File: config.mk
export PLATFORM = sky130hd
export DESIGN_NAME = nsvl_cell
export DESIGN_NICKNAME = d
export VERILOG_FILES = /design/src/hw/rtl/nsvl_pkg.sv /design/src/hw/rtl/nsvl_cell.sv
export SDC_FILE = /design/constraint.sdc
export NUM_CORES = 1
export LEC_CHECK = 0
export BUFFER_PORTS_ARGS = -buffer_cell sky130_fd_sc_hd__buf_2
export CAP_MARGIN = 5
export CORE_AREA = 2 2 233 235
export DETAILED_ROUTE_END_ITERATION = 16
export DIE_AREA = 0 0 235 237
export PLACE_DENSITY = 0.45
export SLEW_MARGIN = 15
export SYNTH_ARGS = -nofsm -noshare
export SYNTH_HDL_FRONTEND = slang
export SYNTH_SLANG_ARGS = --single-unit
File: constraint.sdc
create_clock -name i_clk -period 14.8 [get_ports i_clk]
set_clock_uncertainty 0.05 [all_clocks]
set_input_delay 2.96 -clock i_clk [delete_from_list [all_inputs] [get_ports i_clk]]
set_output_delay 2.96 -clock i_clk [all_outputs]
set_load 0.02 [all_outputs]
File: src/hw/rtl/nsvl_pkg.sv
`timescale 1ns / 1ps

package nsvl_pkg;

    // Fixed field widths
    localparam int SLOT_W  = 7;
    localparam int COORD_W = 10;
    localparam int IDX_W   = 20;
    localparam int CNT_W   = 8;

    // Register port
    localparam int APB_DW = 32;
    localparam int APB_AW = 3;

    // Word select (paddr[2]) of the sites-in-use register
    localparam logic REG_SITES_IN_USE = 1'b0;

    // Action codes
    localparam logic ACT_LOAD     = 1'b0;
    localparam logic ACT_CLASSIFY = 1'b1;

    // Request control and load payload travelling down the site row
    typedef struct packed {
        logic               valid;
        logic               load;
        logic [SLOT_W-1:0]  slot;
        logic [COORD_W-1:0] x;
        logic [COORD_W-1:0] y;
    } t_req;

endpackage

File: src/hw/rtl/nsvl_cell.sv
`timescale 1ns / 1ps

module nsvl_cell #(
    parameter int CELL_ID = 0,
    parameter int COL_W   = 10,
    parameter int ROW_W   = 10,
    parameter int D_W     = 21,
    parameter int SITE_W  = 7
) (
    input  logic                        i_clk,
    input  logic                        i_rst_n,
    input  logic [nsvl_pkg::CNT_W-1:0]  i_count,
    input  nsvl_pkg::t_req              i_req,
    input  logic [COL_W-1:0]            i_col,
    input  logic [ROW_W-1:0]            i_row,
    input  logic [D_W-1:0]              i_best_d,
    input  logic [SITE_W-1:0]           i_best_site,
    output nsvl_pkg::t_req              o_req,
    output logic [COL_W-1:0]            o_col,
    output logic [ROW_W-1:0]            o_row,
    output logic [D_W-1:0]              o_best_d,
    output logic [SITE_W-1:0]           o_best_site
);
    import nsvl_pkg::*;

    localparam int DX_W = (COORD_W > COL_W) ? COORD_W : COL_W;
    localparam int DY_W = (COORD_W > ROW_W) ? COORD_W : ROW_W;

    // Site coordinates held by this cell
    logic [COORD_W-1:0] r_site_x;
    logic [COORD_W-1:0] r_site_y;

    logic [DX_W-1:0]   w_ax;
    logic [DX_W-1:0]   w_bx;
    logic [DX_W-1:0]   w_dx;
    logic [DY_W-1:0]   w_ay;
    logic [DY_W-1:0]   w_by;
    logic [DY_W-1:0]   w_dy;
    logic [2*DX_W-1:0] n_sq_x;
    logic [2*DY_W-1:0] n_sq_y;

    t_req              r_mid_req;
    logic [COL_W-1:0]  r_mid_col;
    logic [ROW_W-1:0]  r_mid_row;
    logic [D_W-1:0]    r_mid_best_d;
    logic [SITE_W-1:0] r_mid_best_site;
    logic [2*DX_W-1:0] r_sq_x;
    logic [2*DY_W-1:0] r_sq_y;

    logic [D_W-1:0]    w_dist;
    logic              w_active;
    logic              w_take;

    t_req              r_req;
    logic [COL_W-1:0]  r_col;
    logic [ROW_W-1:0]  r_row;
    logic [D_W-1:0]    r_best_d;
    logic [SITE_W-1:0] r_best_site;

    // Latch the site when a load for this slot passes
    always_ff @(posedge i_clk) begin
        if (i_req.valid && (i_req.load == 1'b1) && (int'(i_req.slot) == CELL_ID)) begin
            r_site_x <= i_req.x;
            r_site_y <= i_req.y;
        end
    end

    // Absolute coordinate differences, then squares
    always_comb begin
        w_ax   = DX_W'(r_site_x);
        w_bx   = DX_W'(i_col);
        w_dx   = (w_ax > w_bx) ? (w_ax - w_bx) : (w_bx - w_ax);
        w_ay   = DY_W'(r_site_y);
        w_by   = DY_W'(i_row);
        w_dy   = (w_ay > w_by) ? (w_ay - w_by) : (w_by - w_ay);
        n_sq_x = (2*DX_W)'(w_dx) * (2*DX_W)'(w_dx);
        n_sq_y = (2*DY_W)'(w_dy) * (2*DY_W)'(w_dy);
    end

    // First stage: hold squares with the request
    always_ff @(posedge i_clk) begin
        if (!i_rst_n) begin
            r_mid_req.valid <= 1'b0;
        end else begin
            r_mid_req <= i_req;
        end
        r_mid_col       <= i_col;
        r_mid_row       <= i_row;
        r_mid_best_d    <= i_best_d;
        r_mid_best_site <= i_best_site;
        r_sq_x          <= n_sq_x;
        r_sq_y          <= n_sq_y;
    end

    // Sum and compare; the first site always takes, ties keep the lower index
    always_comb begin
        w_dist   = D_W'(r_sq_x) + D_W'(r_sq_y);
        w_active = (int'(i_count) > CELL_ID);
        w_take   = r_mid_req.valid && !r_mid_req.load && w_active &&
                   ((CELL_ID == 0) || (w_dist < r_mid_best_d));
    end

    // Second stage: pass on the running best
    always_ff @(posedge i_clk) begin
        if (!i_rst_n) begin
            r_req.valid <= 1'b0;
        end else begin
            r_req <= r_mid_req;
        end
        r_col <= r_mid_col;
        r_row <= r_mid_row;
        if (w_take) begin
            r_best_d    <= w_dist;
            r_best_site <= SITE_W'(CELL_ID);
        end else begin
            r_best_d    <= r_mid_best_d;
            r_best_site <= r_mid_best_site;
        end
    end

    assign o_req       = r_req;
    assign o_col       = r_col;
    assign o_row       = r_row;
    assign o_best_d    = r_best_d;
    assign o_best_site = r_best_site;

endmodule

Yosys cells after proc, flatten, opt, wreduce, memory -nomap -nowiden --
Cells that the tools add are included. W data, S select, Z words.
Word-level totals: register bits after elaboration 214, latch bits 0, RAM bits 0, ROM bits 0, input port bits 87, output and inout bits 77, logic and storage cells 41, memories 0
Cells by class: add/subtract/negate cells 5, $mul 2, divide/modulo/power cells 0, order comparisons 3, equal/unequal tests 0, shift-type cells 0, muxes and demuxes 3, bitwise gates (word level) 0, reductions and logical operators 6
Operators with widths (count):
- $mul A10 B10 Y20 | 2
- $sub A10 B10 Y10 | 4
- $add A20 B20 Y21 | 1
- $mux W21 | 1
- $gt A10 B10 Y1 | 2
- $mux W10 | 2
- $gt A8 B1 Y1 const B | 1
- $logic_not A7 Y1 | 1
- $logic_and A1 B1 Y1 | 4
- $logic_not A1 Y1 | 1

Depth between registers and ports, before layout --
Gate-level depths: netlist (run 1).
depth after elaboration 4, mapped depth 34, depth with buffers taken out 33

Worst setup path after synthesis (run 1) --
Ideal clock, no wire load.
kind input port to flip-flop, start input i_row[0], end register r_sq_y[19], library setup time 72 ps, arrival time 9691 ps, data required time 14678 ps, path slack 4987 ps, stages on the path 30, buffers on the path 1, path through ha_1 -> inv_1 -> fa_1 -> a21o_1 -> a31oi_1 -> o31a_2 -> or2_0 -> buf_4 -> nor2_1 -> o32a_1 -> and4_1 -> nor2_1 -> nand2_1 -> fa_1 -> fa_1 -> inv_1 -> fa_1 -> fa_1 -> inv_1 -> fa_1 -> inv_1 -> ha_1 -> a21o_1 -> a21o_1 -> a21o_1 -> a21o_1 -> a21oi_1 -> a31oi_1 -> o41ai_1 -> xnor2_1
Between the ends: word-level cells in the longest chain between the ends 3, elaborated cells on any way between the ends 5, those cells by class 2 x add/sub; 1 x mul; 1 x order compare; 1 x mux
RTL lines:
- start: declaration | RTL line nsvl_cell.sv:15 | input logic [ROW_W-1:0] i_row,
- $sub A10 B10 Y10 or $gt A10 B10 Y1 (tied branches) | RTL line nsvl_cell.sv:75 | w_dy = (w_ay > w_by) ? (w_ay - w_by) : (w_by - w_ay);
- $mux W10 * | RTL line nsvl_cell.sv:75
- $mul A10 B10 Y20 * | RTL line nsvl_cell.sv:77 | n_sq_y = (2*DY_W)'(w_dy) * (2*DY_W)'(w_dy);
- net n_sq_y[19] | RTL line nsvl_cell.sv:40 | logic [2*DY_W-1:0] n_sq_y;
- end signal: assignment | RTL line nsvl_cell.sv:92 | r_sq_y <= n_sq_y;
- end: declaration | RTL line nsvl_cell.sv:48 | logic [2*DY_W-1:0] r_sq_y;
Mark *: on every way through the listed nets, which the timed path passes. The rest lies on a longest branch. A chain may end at the register's enable or synchronous reset.

Final worst setup path (run 1) --
Same ends and word-level chain as after synthesis.

==> reports/qor.yml, run 1 <==
status: "completed"
seq_area_frac_synth: 0.3790
syn-mean-instance-area_sq_um: 10.69
cp_max_fo: 9
antenna_found_initial: 3
crit_path_start_kind: "input pin"
holdWs_ns: 0.2628
crit_top_cell: "fa_1"
cts_max_path_buffers: 3
hpwl_mm: 23.06
synth_edf_count: 76
drc: 0
synthCells: 1235
synth_cell_type_count: 79
power_switching_uw: 1780
p_comb_frac: 0.653
synth_most_common_cell: "inv_1"
peakVddDrop_uv: 201.1
holdCritPathClass: "flop to flop"
netlist_area_sq_um: 13210
hold_violations: 0
final_core_util: 0.2956
setup_tns_ns: 0
routed_via_density: 4.264
core_area_sq_um: 53280
finalMaxSlewViolations: 0
grt_max_degree: 59
fin_crit_ns: 10.38
cts_tree: "built"
grt_first_pass_wirelength_mm: 47.72
crit_type: "input pin to flop"
cts_sinks: 212
clockRootBuffer: "clkbuf_16"
setup_viol: 0
yosys_register_bits: 212
fp.dieW_um: 235
cts_resized: 0
yosysTopAreaCell: "dfxtp_1"
leakagePower_uw: 0.007503
ys_warn_count: 0
final_nets: 1752
synthTopCellsByCount: "inv_1 (195), ha_1 (151), dfxtp_1 (136), nor2_1 (105), fa_1 (100)"
hold_buffers: 0
first_pass_iters: 5
maxCapViolations: 0
end_kind: "flop"
htreeDepth: 1
vias: 9086
die_h_um: 237
use_met1: 0.1431
fill_cells: 5575
postRouteAntennaNets: 0
grtUsageMet3: 0.02471
synthTopCellsByArea: "dfxtp_1 (21%), edfxtp_1 (17%), fa_1 (15%)"
wl_mm: 29.11
num_io_pins: 164
seqPwrFrac: 0.186
worstPathRequired_ns: 15.23
numCtsBuffers: 27
worstPathArrival_ns: 10.81
ys.flop_type: "dfxtp_1"
yosysTopAreaCellShare: 0.2062
gp_congestion: 0.8094
p_sw_frac: 0.4365
clk_pin_slew_ns: 0.07
insertion_delay_ns: 0.55
start_util: 0.2479
p_int_uw: 2298
tightest_slew_ns: 1.102
wl_per_cell_um: 13.66
post_cts_buffers: 0
antennaDiodeCount: 0
track_usage: 0.1046
drive_above_1_share: 0.1777
crit_slowest_cell: "fa_1"
p_clk_frac: 0.161
area_delta_synth_final_pct: 19.25
min_period_over_period: 0.7013
critPathMaxStageDelay_ns: 0.55
io_buffers: 163
globalRoute.busiestLayer: "met2"
overflow: 0
synthArstFlopShare: 0
timing.slew.headroom: 0.2603
syn_nets: 1573
grt_setup_unrepaired: "false"
drt_iter0_markers: 414
die-area_sq_um: 55700
powerDensity_nw_per_um2: 259.0
use_met2: 0.1644
fmax_mhz: 96.35
grt_pass1_vias: 9382
row_count: 85
-- worst max-delay path, delay by kind of cell --
kind                     cells  cell delay, ns
adder cells (fa/ha/maj)      8            3.41
AO/OA/AOI/OAI               11            2.48
AND/OR/NAND/NOR              5            1.48
XOR/XNOR                     1            0.15
buffers and inverters        5            0.31
-- path summary, 6_finish.rpt --
kind / startpoint / endpoint / slack (ns) / cells after the start
worst min-delay path: r_mid_row[2] / o_row[2] / 0.26 / 0
worst max-delay path: i_row[0] / r_sq_y[19] / 4.42 / 30
worst min register to register: r_mid_row[2] / o_row[2] / 0.26 / 0
worst max register to register: r_site_y[0] / r_sq_y[19] / 6.49 / 30
-- power by group through the flow --
stage / sequential (uW) / clock (uW) / combinational (uW)
after floorplan: 792 / 0 / 2090
after global placement: 773 / 0 / 2700
after detailed placement: 774 / 0 / 2690
after CTS: 762 / 689 / 2720
after global routing: 767 / 705 / 3080
final: 759 / 658 / 2660
-- cell usage in the layout, fill, tap and decap left out, types with 6 or more instances in the layout --
cell / netlist / final
or2_1: 7 / 7
buf_4: 3 / 6
mux2i_1: 7 / 7
inv_1: 195 / 195
a21o_1: 28 / 28
xnor2_1: 43 / 43
nand2_1: 65 / 65
xor2_1: 23 / 23
and3_1: 8 / 8
nor3_1: 16 / 16
a21oi_1: 38 / 38
nor2_1: 105 / 105
mux2_2: 6 / 6
buf_2: 9 / 163
fa_1: 100 / 100
dfxtp_1: 136 / 136
o21ai_0: 42 / 42
or2_2: 8 / 8
nand4_1: 10 / 10
nor2b_1: 15 / 15
ha_1: 151 / 151
nand3_1: 15 / 15
nand2b_1: 7 / 7
and2_1: 11 / 11
edfxtp_1: 76 / 76
clkbuf_16: 0 / 27
-- through the flow --
step                cell area [sq um]  worst slack (ns)  std cells  power [uW]
floorplan                       13210             4.987       1235        2881
global placement                14850             4.033       2081        3476
detailed placement              14850             3.965       2081        3465
CTS                             15750             4.535       2131        4174
global route                    15750             3.950       2131        4557
finish                          15750             4.421       2131        4079
-- logic make-up (layout without fill, tap and decap cells) --
group           after synthesis  after routing  synth area share
flops                       212            212            0.3790
compound gates              179            179           0.09559
mux                          13             13           0.01042
buf+inv                     215            415           0.06281
simple gates                296            296            0.1092
fa+ha+maj                   251            251            0.2946
xor+xnor                     69             69           0.04832
-- state kept, by name, summed over array words and instances, names as in the netlist --
name	cells
r_mid_row	10
o_row	10
r_site_y	10
r_mid_best_d	21
r_mid_best_site	7
o_best_d	21
r_mid_col	10
o_req	29
r_mid_req	29
r_sq_x	19
r_sq_y	19
o_col	10
r_site_x	10
o_best_site	7
-- routing by layer --
layer  up-vias  share of wire
li1       4484              -
met1      4373           0.48
met2       193           0.44
met3        34          0.059
met4         2          0.021
met5         -        0.00038
-- layout make-up --
class	count	area, sq um	share of cell area
inverter	196	735.7	0.04671
multi-input combinational	808	7378	0.4685
clock inverter	17	180.2	0.01144
clock buffer	33	718.2	0.04560
sequential	212	5005	0.3178
tap	696	870.8	0.05529
timing repair buffer	169	860.8	0.05466
(Power assumes the default switching activity.)
==> run 2: changes to the inputs <==
- PLACE_DENSITY: 0.45 -> 0.46
- clock period: 14.8 -> 9.25 ns (I/O delays scaled with it)
==> run 2 against run 1 <==
Clock-buffer cell count decreased by 4. Global-route usage increased by 0.30 points. Combinational power increased by 73%. Utilization grew 0.64 points. Register-to-register slack lost 4.9 ns. Wire length rose by 2.0%. Worst hold slack better by 0.010 ns. Sequential share of layout area shrank 0.67 points. Non-clock buffer count grew 48.
==> reports/qor.yml, run 2 (synthesis results as in run 1) <==
timing.rr.start: "r_site_y[0]"
end_kind: "flop"
status: "completed"
core_area_sq_um: 53280  # unchanged
track_usage: 0.1075  # +0.002954
peakVddDrop_uv: 283.2  # +41%
postRouteAntennaNets: 0  # unchanged
routed_via_density: 4.198  # -1.5%
start_util: 0.2479  # unchanged
first_pass_iters: 5  # unchanged
layoutNonFillerInstCount: 2175  # +2.1%
setup_tns_ns: 0  # unchanged
die-area_sq_um: 55700  # unchanged
crit_top_cell: "fa_1"
grt_pass1_vias: 9625  # +2.6%
drt_iter0_markers: 395  # -4.6%
min_from: "r_mid_row[7]"
hold_violations: 0  # unchanged
antennaDiodeCount: 0  # unchanged
worstPathArrival_ns: 9.05  # -1.76 ns
io_buffers: 163  # unchanged
drc: 0  # unchanged
layout_common_cells: "inv_1 (195), buf_2 (163), ha_1 (151)"
powerDensity_nw_per_um2: 426.1  # +65%
maxCapViolations: 0  # unchanged
grt_max_degree: 59  # unchanged
holdWs_ns: 0.2732  # +0.01037 ns
min_delay_path_depth: 0  # unchanged
critPathMaxStageDelay_ns: 0.56  # about the same
drive_above_1_share: 0.2022  # +0.02446
hold_buffers: 0  # unchanged
fin_crit_ns: 8.619
die_h_um: 237  # unchanged
gp_congestion: 0.8400  # +3.8%
vias: 9131  # +0.50%
tightest_slew_ns: 0.7971  # -0.3045 ns
place_inst: 2129  # +2.3%
wl_mm: 29.70  # +2.0%
r2r_end: "r_sq_y[19]"
overflow: 0  # unchanged
antenna_found_initial: 3  # unchanged
leakagePower_uw: 0.007717  # +2.9%
row_count: 85  # unchanged
num_io_pins: 164  # unchanged
crit_slowest_cell: "fa_1"
cts_sinks: 212  # unchanged
setup_viol: 0  # unchanged
fill_cells: 5521  # -0.97%
hpwl_mm: 23.88  # +3.5%
min_period_over_period: 0.9318
clockRootBuffer: "clkbuf_16"
finalMaxSlewViolations: 0  # unchanged
r2r_cells: 30  # unchanged
crit_path_start_kind: "input pin"
final_nets: 1798  # +2.6%
holdCritPathClass: "flop to flop"
fp.dieW_um: 235  # unchanged
worst-r2r-setup-slack_ns: 1.60  # -4.89 ns
whs_endpoint: "o_row[7]"
final_common_cell: "inv_1"
crit_type: "input pin to flop"
cts_tree: "built"
insertion_delay_ns: 0.56  # about the same
area_delta_synth_final_pct: 21.83
grt_setup_unrepaired: "false"
worstPathRequired_ns: 9.68  # -5.55 ns
cp_max_fo: 4  # -5
htreeDepth: 1  # unchanged
wl_per_cell_um: 13.65  # about the same
clk_pin_slew_ns: 0.06  # about the same
cts_max_path_buffers: 3  # unchanged
cts_resized: 0  # unchanged
post_cts_buffers: 0  # unchanged
fmax_mhz: 116.0
grt_first_pass_wirelength_mm: 48.86  # +2.4%
timing.slew.headroom: 0.4686  # +0.2083
numCtsBuffers: 25  # -7.4%
run 2: cell count changes in the layout (fill, tap and decap cells not counted), sizes merged:
| cell | previous run | this run |
|---|---|---|
| clkbuf | 33 | 29 |
| bufinv | 2 | 4 |
| inv | 204 | 200 |
| clkinv | 6 | 8 |
| buf | 169 | 217 |
run 2: critical path, delay by kind of cell:
family | cells | cell delay, ns
AOI/OAI and AO/OA | 11 | 2.43
xor gates and xnor gates | 1 | 0.16
adders and majority gates | 8 | 3.44
buffers and inverters | 5 | 0.31
and+or+nand+nor | 5 | 0.83
run 2: metrics by stage:
stage          cell area [sq um]  utilization  worst slack, ns  power (uW)
3_3_place_gp               15210       0.2855           0.2005        5877
4_1_cts                    16090       0.3020           0.6674        7009
6_report                   16090       0.3020           0.6307        6856
5_1_grt                    16090       0.3020           0.2736        7654
2_1_floorplan              13210            -           0.5469        4609
3_5_place_dp               15210       0.2855          0.07577        5877
run 2: how the worst max path moves through the flow:
| stage | start | endpoint | cells past startpoint |
|---|---|---|---|
| after floorplan | i_row[0] | r_sq_y[19] | 30 |
| after global placement | i_row[0] | r_sq_y[19] | 30 |
| after detailed placement | i_row[0] | r_sq_y[19] | 30 |
| after CTS | i_row[0] | r_sq_y[19] | 30 |
| after global routing | i_row[0] | r_sq_y[19] | 30 |
| final | i_row[0] | r_sq_y[19] | 30 |
run 2: per-layer routing:
| layer | share of wire | vias up | track usage | wire length, um |
|---|---|---|---|---|
| li1 | - | 4575 | - | - |
| met1 | 0.49 | 4346 | 0.1504 | 14590 |
| met2 | 0.44 | 176 | 0.1679 | 12970 |
| met3 | 0.056 | 30 | 0.02378 | 1669 |
| met4 | 0.015 | 4 | 0.02685 | 447 |
| met5 | 0.00071 | - | 0 | 21 |
run 2: area by class of cell:
type,instances,area (sq um),share of cell area
clock buffer,29,660.6,0.04106
sequential,212,5005,0.3111
timing repair buffer,217,1221,0.07590
inverter,196,735.7,0.04573
multi-input combinational,808,7378,0.4586
clock inverter,17,217.7,0.01353
tap,696,870.8,0.05413
run 2: power breakdown:
group | leakage, uW | switching [uW] | internal (uW) | total (uW)
clock | 0.000429 | 419 | 630 | 1050
combinational | 0.00541 | 2440 | 2150 | 4590
sequential | 0.00187 | 39.5 | 1170 | 1210
total | 0.00772 | 2900 | 3960 | 6860
